### config.mk
export PLATFORM = sky130hd
export DESIGN_NAME = serial_mouse_packet_fifo
export DESIGN_NICKNAME = d
export VERILOG_FILES = /design/src/design/smpf_pkg.sv /design/src/design/smpf_ram.sv /design/src/design/smpf_front.sv /design/src/design/smpf_back.sv /design/src/design/serial_mouse_packet_fifo.sv
export SDC_FILE = /design/constraint.sdc
export NUM_CORES = 1
export LEC_CHECK = 0
export BUFFER_PORTS_ARGS = -buffer_cell sky130_fd_sc_hd__buf_2
export CORE_MARGIN = 5
export CORE_UTILIZATION = 45
export DETAILED_ROUTE_END_ITERATION = 8
export PLACE_DENSITY = 0.64
export SYNTH_ARGS = -nofsm -noshare
export SYNTH_HDL_FRONTEND = slang
export SYNTH_SLANG_ARGS = --single-unit
### constraint.sdc
create_clock -name clk -period 9.45 [get_ports clk]
set_clock_uncertainty 0.2 [all_clocks]
set_input_delay 1.89 -clock clk [delete_from_list [all_inputs] [get_ports clk]]
set_output_delay 1.89 -clock clk [all_outputs]
set_load 0.02 [all_outputs]
### src/design/smpf_pkg.sv
package smpf_pkg;

  // Command codes carried in s_tuser
  localparam logic [1:0] CMD_EVENT = 2'd0;
  localparam logic [1:0] CMD_READY = 2'd1;
  localparam logic [1:0] CMD_WRITE = 2'd2;

  // Operation kinds passed from front to back
  localparam logic [1:0] OP_NOP   = 2'd0;
  localparam logic [1:0] OP_EVENT = 2'd1;
  localparam logic [1:0] OP_TICK  = 2'd2;
  localparam logic [1:0] OP_RTS   = 2'd3;

  // UART register details
  localparam logic [2:0] REG_MCR  = 3'd4;
  localparam int         MCR_RTS  = 1;
  localparam logic [7:0] ID_BYTE  = 8'h4D;  // 'M'

  // Packet framing
  localparam logic [7:0] HDR_BYTE = 8'h40;
  localparam logic [7:0] X_HIGH   = 8'h03;
  localparam logic [7:0] Y_HIGH   = 8'h0C;

  // One classified operation
  typedef struct packed {
    logic [1:0] kind;
    logic       idle;
    logic [7:0] byte0;
    logic [7:0] byte1;
    logic [7:0] byte2;
  } op_t;

endpackage

### src/design/smpf_ram.sv
module smpf_ram #(
  parameter int WIDTH = 8,
  parameter int DEPTH = 128
) (
  input  logic                     clk,
  input  logic                     we,
  input  logic [$clog2(DEPTH)-1:0] waddr,
  input  logic [WIDTH-1:0]         wdata,
  input  logic [$clog2(DEPTH)-1:0] raddr,
  output logic [WIDTH-1:0]         rdata
);

  logic [WIDTH-1:0] mem [DEPTH];

  // Single write port, registered read
  always_ff @(posedge clk) begin
    if (we) begin
      mem[waddr] <= wdata;
    end
    rdata <= mem[raddr];
  end

endmodule

### src/design/smpf_front.sv
module smpf_front (
  input  logic                 clk,
  input  logic                 rst,
  input  logic                 s_tvalid,
  output logic                 s_tready,
  input  logic [31:0]          s_tdata,
  input  logic [1:0]           s_tuser,
  output logic                 q_valid,
  input  logic                 q_pop,
  output smpf_pkg::op_t        q_op
);
  import smpf_pkg::*;

  logic [1:0] buttons;
  logic [6:0] dx;
  logic [6:0] dy;
  logic [2:0] reg_index;
  logic [7:0] reg_value;
  logic       uart_idle;
  op_t        op_new;
  op_t        q_data [2];
  logic       wr_ptr;
  logic       rd_ptr;
  logic [1:0] q_cnt;
  logic       push;

  // Unpack the transaction
  assign buttons   = s_tdata[1:0];
  assign dx        = s_tdata[8:2];
  assign dy        = s_tdata[15:9];
  assign reg_index = s_tdata[18:16];
  assign reg_value = s_tdata[26:19];
  assign uart_idle = s_tdata[27];

  // Classify and pre-build the packet bytes
  always_comb begin
    op_new.idle  = uart_idle;
    op_new.byte0 = HDR_BYTE | {2'b00, buttons, 4'b0000}
                 | (dx[6] ? X_HIGH : 8'h00) | (dy[6] ? Y_HIGH : 8'h00);
    op_new.byte1 = {2'b00, dx[5:0]};
    op_new.byte2 = {2'b00, dy[5:0]};
    case (s_tuser)
      CMD_EVENT: op_new.kind = OP_EVENT;
      CMD_READY: op_new.kind = OP_TICK;
      CMD_WRITE: op_new.kind = (reg_index == REG_MCR && reg_value[MCR_RTS]) ? OP_RTS : OP_NOP;
      default:   op_new.kind = OP_NOP;
    endcase
    if (op_new.kind == OP_RTS) begin
      op_new.byte0 = ID_BYTE;
    end
  end

  // Two-entry queue towards the back end
  assign s_tready = (q_cnt != 2'd2);
  assign push     = s_tvalid && s_tready;
  assign q_valid  = (q_cnt != 2'd0);
  assign q_op     = q_data[rd_ptr];

  always_ff @(posedge clk) begin
    if (push) begin
      q_data[wr_ptr] <= op_new;
    end
  end

  always_ff @(posedge clk) begin
    if (rst) begin
      wr_ptr <= 1'b0;
      rd_ptr <= 1'b0;
      q_cnt  <= 2'd0;
    end else begin
      if (push) begin
        wr_ptr <= ~wr_ptr;
      end
      if (q_pop && q_valid) begin
        rd_ptr <= ~rd_ptr;
      end
      case ({push, q_pop && q_valid})
        2'b10:   q_cnt <= q_cnt + 2'd1;
        2'b01:   q_cnt <= q_cnt - 2'd1;
        default: q_cnt <= q_cnt;
      endcase
    end
  end

endmodule

### src/design/smpf_back.sv
module smpf_back #(
  parameter int FIFO_DEPTH = 128
) (
  input  logic                 clk,
  input  logic                 rst,
  input  logic                 q_valid,
  output logic                 q_pop,
  input  smpf_pkg::op_t        q_op,
  output logic                 m_tvalid,
  input  logic                 m_tready,
  output logic [23:0]          m_tdata
);
  import smpf_pkg::*;

  localparam int AW = $clog2(FIFO_DEPTH);
  localparam int CW = $clog2(FIFO_DEPTH + 1);
  localparam int LW = (CW > 8) ? CW : 8;

  localparam logic [1:0] S_IDLE = 2'd0;
  localparam logic [1:0] S_RUN  = 2'd1;
  localparam logic [1:0] S_FIN  = 2'd2;

  logic [1:0]    state;
  logic [1:0]    step;
  op_t           op;
  logic [AW-1:0] head;
  logic [CW-1:0] count;
  logic          sent;
  logic          acc;
  logic [7:0]    tx_byte;
  logic          rd_pend;
  logic [7:0]    rd_data;

  logic [CW:0]   tail_sum;
  logic [AW-1:0] tail;
  logic [AW-1:0] head_inc;
  logic          full;
  logic          ram_we;
  logic [AW-1:0] ram_waddr;
  logic [7:0]    ram_wdata;
  logic [7:0]    cur_byte;
  logic          out_free;
  logic          take_op;
  logic [7:0]    res_byte;
  logic [LW-1:0] cnt_ext;

  // Ring pointers
  assign tail_sum = {1'b0, (CW)'(head)} + {1'b0, count};
  assign tail     = (tail_sum >= (CW + 1)'(FIFO_DEPTH))
                  ? AW'(tail_sum - (CW + 1)'(FIFO_DEPTH)) : AW'(tail_sum);
  assign head_inc = (head == AW'(FIFO_DEPTH - 1)) ? '0 : head + AW'(1);
  assign full     = (count >= CW'(FIFO_DEPTH));

  always_comb begin
    case (step)
      2'd0:    cur_byte = op.byte0;
      2'd1:    cur_byte = op.byte1;
      default: cur_byte = op.byte2;
    endcase
  end

  // Store write for the current step
  always_comb begin
    ram_we    = 1'b0;
    ram_waddr = tail;
    ram_wdata = cur_byte;
    if (state == S_RUN) begin
      case (op.kind)
        OP_EVENT: ram_we = !full;
        OP_RTS: begin
          ram_we    = !op.idle;
          ram_waddr = head;
          ram_wdata = ID_BYTE;
        end
        default: ram_we = 1'b0;
      endcase
    end
  end

  smpf_ram #(
    .WIDTH (8),
    .DEPTH (FIFO_DEPTH)
  ) u_store (
    .clk   (clk),
    .we    (ram_we),
    .waddr (ram_waddr),
    .wdata (ram_wdata),
    .raddr (head),
    .rdata (rd_data)
  );

  // Handshake with queue and output register
  assign out_free = !m_tvalid || m_tready;
  assign take_op  = q_valid && (state == S_IDLE || (state == S_FIN && out_free));
  assign q_pop    = take_op;
  assign res_byte = rd_pend ? rd_data : tx_byte;
  assign cnt_ext  = LW'(count);

  // Sequencer
  always_ff @(posedge clk) begin
    if (rst) begin
      state   <= S_IDLE;
      step    <= 2'd0;
      head    <= '0;
      count   <= '0;
      sent    <= 1'b0;
      acc     <= 1'b1;
      rd_pend <= 1'b0;
      tx_byte <= 8'h00;
    end else begin
      rd_pend <= 1'b0;
      if (rd_pend) begin
        tx_byte <= rd_data;
      end
      case (state)
        S_RUN: begin
          case (op.kind)
            OP_EVENT: begin
              if (full) begin
                acc   <= 1'b0;
                state <= S_FIN;
              end else begin
                if (step == 2'd0 && op.idle) begin
                  // pushed and popped at once: level unchanged
                  sent <= 1'b1;
                  head <= head_inc;
                  if (count == '0) begin
                    tx_byte <= op.byte0;
                  end else begin
                    rd_pend <= 1'b1;
                  end
                end else begin
                  count <= count + CW'(1);
                end
                if (step == 2'd2) begin
                  state <= S_FIN;
                end
                step <= step + 2'd1;
              end
            end
            OP_TICK: begin
              if (count != '0) begin
                sent    <= 1'b1;
                rd_pend <= 1'b1;
                head    <= head_inc;
                count   <= count - CW'(1);
              end
              state <= S_FIN;
            end
            OP_RTS: begin
              if (op.idle) begin
                sent    <= 1'b1;
                tx_byte <= ID_BYTE;
                head    <= head_inc;
                count   <= '0;
              end else begin
                count <= CW'(1);
              end
              state <= S_FIN;
            end
            default: state <= S_FIN;
          endcase
        end
        S_FIN: begin
          if (out_free) begin
            state <= S_IDLE;
          end
        end
        default: state <= S_IDLE;
      endcase
      if (take_op) begin
        state   <= S_RUN;
        step    <= 2'd0;
        sent    <= 1'b0;
        acc     <= 1'b1;
        tx_byte <= 8'h00;
      end
    end
  end

  always_ff @(posedge clk) begin
    if (take_op) begin
      op <= q_op;
    end
  end

  // Output register
  always_ff @(posedge clk) begin
    if (rst) begin
      m_tvalid <= 1'b0;
    end else if (state == S_FIN && out_free) begin
      m_tvalid <= 1'b1;
    end else if (m_tready) begin
      m_tvalid <= 1'b0;
    end
  end

  always_ff @(posedge clk) begin
    if (state == S_FIN && out_free) begin
      m_tdata <= {6'b0, cnt_ext[7:0], acc, res_byte, sent};
    end
  end

`ifndef SYNTHESIS
  a_count_range: assert property (@(posedge clk) disable iff (rst)
    count <= CW'(FIFO_DEPTH))
    else $error("fifo count above depth");

  a_head_range: assert property (@(posedge clk) disable iff (rst)
    head <= AW'(FIFO_DEPTH - 1))
    else $error("fifo head out of range");

  a_pend_sent: assert property (@(posedge clk) disable iff (rst)
    rd_pend |-> sent)
    else $error("store read pending without a send");

  a_idle_byte: assert property (@(posedge clk) disable iff (rst)
    m_tvalid && !m_tdata[0] |-> m_tdata[8:1] == 8'h00)
    else $error("byte shown without a send");
`endif

endmodule

### src/design/serial_mouse_packet_fifo.sv
// m_tvalid rises once the back-end sequencer has finished an accepted event, ready tick
// or register write; an event cut short by a full FIFO finishes sooner.
// The back end works on one item at a time and takes the next as the last one's result
// is registered, writing one packet byte per cycle through the single store write port.
// Reset: rst clears pointers, count, queue and handshake state; store contents are
// not cleared and no clearing pass is run.
module serial_mouse_packet_fifo #(
  parameter int FIFO_DEPTH = 128
) (
  input  logic        clk,
  input  logic        rst,
  input  logic        s_tvalid,
  output logic        s_tready,
  // buttons[1:0], dx[8:2], dy[15:9], reg_index[18:16], reg_value[26:19],
  // uart_idle[27], zero[31:28]
  input  logic [31:0] s_tdata,
  // command[1:0]
  input  logic [1:0]  s_tuser,
  output logic        m_tvalid,
  input  logic        m_tready,
  // tx_valid[0], tx_byte[8:1], accepted[9], fifo_level[17:10], zero[23:18]
  output logic [23:0] m_tdata
);
  import smpf_pkg::*;

  logic q_valid;
  logic q_pop;
  op_t  q_op;

  smpf_front u_front (
    .clk      (clk),
    .rst      (rst),
    .s_tvalid (s_tvalid),
    .s_tready (s_tready),
    .s_tdata  (s_tdata),
    .s_tuser  (s_tuser),
    .q_valid  (q_valid),
    .q_pop    (q_pop),
    .q_op     (q_op)
  );

  smpf_back #(
    .FIFO_DEPTH (FIFO_DEPTH)
  ) u_back (
    .clk      (clk),
    .rst      (rst),
    .q_valid  (q_valid),
    .q_pop    (q_pop),
    .q_op     (q_op),
    .m_tvalid (m_tvalid),
    .m_tready (m_tready),
    .m_tdata  (m_tdata)
  );

endmodule
==> results.md <==
- Status: finished clean
- Die Wd: 310 µm
- Final setup fails: 0
- Max IR drop VDD: 175 µV
- Sw Share: 0.265
- Clk slew on worst S/H paths: 60 ps
- Total GRT Usage: 0.199
- Share of cells above drive strength 1: 0.202
- Gate power share: 0.154
- Drc violations: 0
- DP HPWL: around 60,000 µm
- Count leader, synth: edfxtp_1
- Largest cells by area after synthesis: edfxtp_1, mux4_2, mux2i_1
- DR WL/cell: 27.4 µm
- Pwr/cell area: 254 nW/µm²
- Fill cells: slightly above 7,000
- Crit Path Class: register to register
- Dpl ws: roughly 5000 ps
- Setup crit end: u_back.u_store.mem[83][2]$_DFFE_PP_
- CTS max path bufs: 3
- Clock power frac: 0.340
- Initial antenna violation count: 1
- Top Ports: 64
- Flop2flop setup slack: slightly below 5000 ps
- Max_cap viols: 0
- Area grow syn2layout: 11.5%
- Post-CTS sizing: 0
- Die Area: 96,300 µm²
- Pre-antenna DRT Iters: 5
- Seq/Total Area, Yosys: 0.741
- Slew headroom: 0.240
- Seq pwr share: 0.506
- Int Pwr: 8.45 mW
- RSZ-0062 raised after global routing: no
- Initial DRC Count: between 2,000 and 2,500
- Final max-slew violation count: 0
- Std cell rows: 110
- GR Overflow Total: 0
- Vias in the first global route: 21,400
- Yosys reg bits: about 1,000
- Mean Syn Cell Area: about 18 µm²
- FFs w/ async S/R, synth: 0
- Root Buffer: clkbuf_16
- CP Capture Type: register
- Critical path peak fanout: 17
- Largest net degree at the start of global routing: 119
- Fin crit share: 0.478
- Later-pin clock latency in the skew report: 670 ps
- Worst Setup SP: u_back.op[26]$_DFFE_PP_
- Synth top cells by count: edfxtp_1, nor2_1, mux4_2
- Vias per cell: 5.97
- CTS Hold Bufs: 0
- Worst slew pin tran: 1140 ps
- Ys flop type: edfxtp_1
- Layout Nets: 2,327
- Num CTS Buffers: 100
- Final wirelength: 96,500 µm
- Startpoint Class: register
- P_sw: 3.04 mW
- Yosys warnings: 0
- Die Ht: 310 µm
- Htree depth: 3
- Top cell type's share of synthesized area: 0.721
- Arrival time at the worst endpoint: roughly 4600 ps
- Routed vias: about 21,000
- Gp weighted congestion: 0.924
- Max frequency: 0.222 GHz
- IO Port Bufs: between 40 and 50
- CTS sink cnt: 1,016
- Hold Crit Class: register to register
- Yosys top cell by area: edfxtp_1
- Setup bufs post-CTS: 0
- Worst-case reg-to-reg path depth: 7
- FF-to-FF Start: u_back.op[26]$_DFFE_PP_
- Initial Util: 0.452
- Min setup slack post-route: 4940 ps
- Synth cell types: 84
- Post-synth EDFFs: 974
- Synthesized area: 40,600 µm²
- Fin crit period: 4510 ps
- Instance count of the mapped netlist: 2,200
- Ant diodes: 0
- R2R Path End: u_back.u_store.mem[83][2]$_DFFE_PP_
- Final Hold Viols: 0
- Core Area: 89,700 µm²
- Leak pwr: 13.9 nW
- Critical Path RT: 9540 ps
- CTS tree: yes
- First-pass GRT wire length: 142,000 µm
- Setup TNS: 0 ps
- Antenna Nets Post-Route: 0
## cell families (layout without fill, tap and decap cells)
kind of cell,count (synthesis),in the layout,synth area share
other cells,1,6,0.0000924
fa+ha+maj,24,24,0.00777
flops,1016,1016,0.741
compound gates,281,281,0.0500
xor+xnor,13,13,0.00281
buf+inv,145,292,0.0199
simple gates,401,401,0.0470
mux,319,319,0.131
## placed cells by master (no fill, tap or decap), types with 23 or more instances in the layout
master and n:
edfxtp_1 974, nor2_1 185, mux4_2 166, mux2i_1 117, clkbuf_16 100, nand2_1 55
a21oi_1 46, buf_2 46, dfxtp_1 38, mux2_2 36, buf_4 36, o21ai_0 33
a22oi_1 31, o22ai_1 25, a211oi_1 23, clkinv_1 23
## critical path: stages (launching register included)
cell and delay (ps):
edfxtp_1 440, ha_1 600, nand3b_1 600, mux2i_1 260, nor2b_1 380, nor2b_1 430, nand2b_1 440, nor2_1 800
## routing by layer
layer / global-route usage / vias to the layer above / share of wire
met5: 0 / - / 0.00016
met4: 0.0673 / 2 / 0.034
met3: 0.0338 / 182 / 0.066
met2: 0.326 / 832 / 0.49
met1: 0.276 / 11000 / 0.41
li1: - / 9035 / -
## state kept, by name, summed over array words and instances (netlist names), 7 cells and up
register	flops
u_back.cnt_ext	8
u_back.u_store.mem	896
u_front.q_data	40
u_back.m_tdata	18
u_back.tx_byte	8
u_back.u_store.rdata	7
u_back.head	7
u_back.op	20
## area by class of cell
type | count | area [µm²] | area share
Clock inverter | 64 | 582 | 0.0129
Tap cell | 1176 | 1470 | 0.0325
Multi-Input combinational cell | 1044 | 9810 | 0.217
Clock buffer | 125 | 2660 | 0.0587
Inverter | 19 | 71.3 | 0.00158
Timing Repair Buffer | 84 | 541 | 0.0120
Sequential cell | 1016 | 30100 | 0.666
## power groups by stage
stage	clock network (mW)	logic (mW)	registers [mW]
2_1_floorplan	0	1.17	5.95
3_3_place_gp	0	1.72	5.90
3_5_place_dp	0	1.80	5.91
4_1_cts	3.97	1.80	5.82
5_1_grt	4.16	1.91	5.83
6_report	3.90	1.78	5.81
## stage by stage
stage	util	power (mW)	hold WS, ps	cells	cell area (µm²)
6_report	0.504	11.5	267	3528	45200
5_1_grt	0.504	11.9	267	3528	45200
4_1_cts	0.504	11.6	266	3528	45200
3_5_place_dp	0.468	7.71	258	3339	42000
3_3_place_gp	0.468	7.62	245	3339	42000
2_1_floorplan	-	7.12	202	2205	40600
## worst min path at each step
stage | depth (start not counted) | start | to
5_1_grt | 0 | u_back.acc$_SDFFE_PP1P_ | u_back.m_tdata[9]$_DFFE_PP_
2_1_floorplan | 0 | u_back.acc$_SDFFE_PP1P_ | u_back.m_tdata[9]$_DFFE_PP_
3_3_place_gp | 0 | u_back.acc$_SDFFE_PP1P_ | u_back.m_tdata[9]$_DFFE_PP_
6_report | 0 | u_back.acc$_SDFFE_PP1P_ | u_back.m_tdata[9]$_DFFE_PP_
3_5_place_dp | 0 | u_back.acc$_SDFFE_PP1P_ | u_back.m_tdata[9]$_DFFE_PP_
4_1_cts | 0 | u_back.acc$_SDFFE_PP1P_ | u_back.m_tdata[9]$_DFFE_PP_
Power figures use the tool's default switching activity.
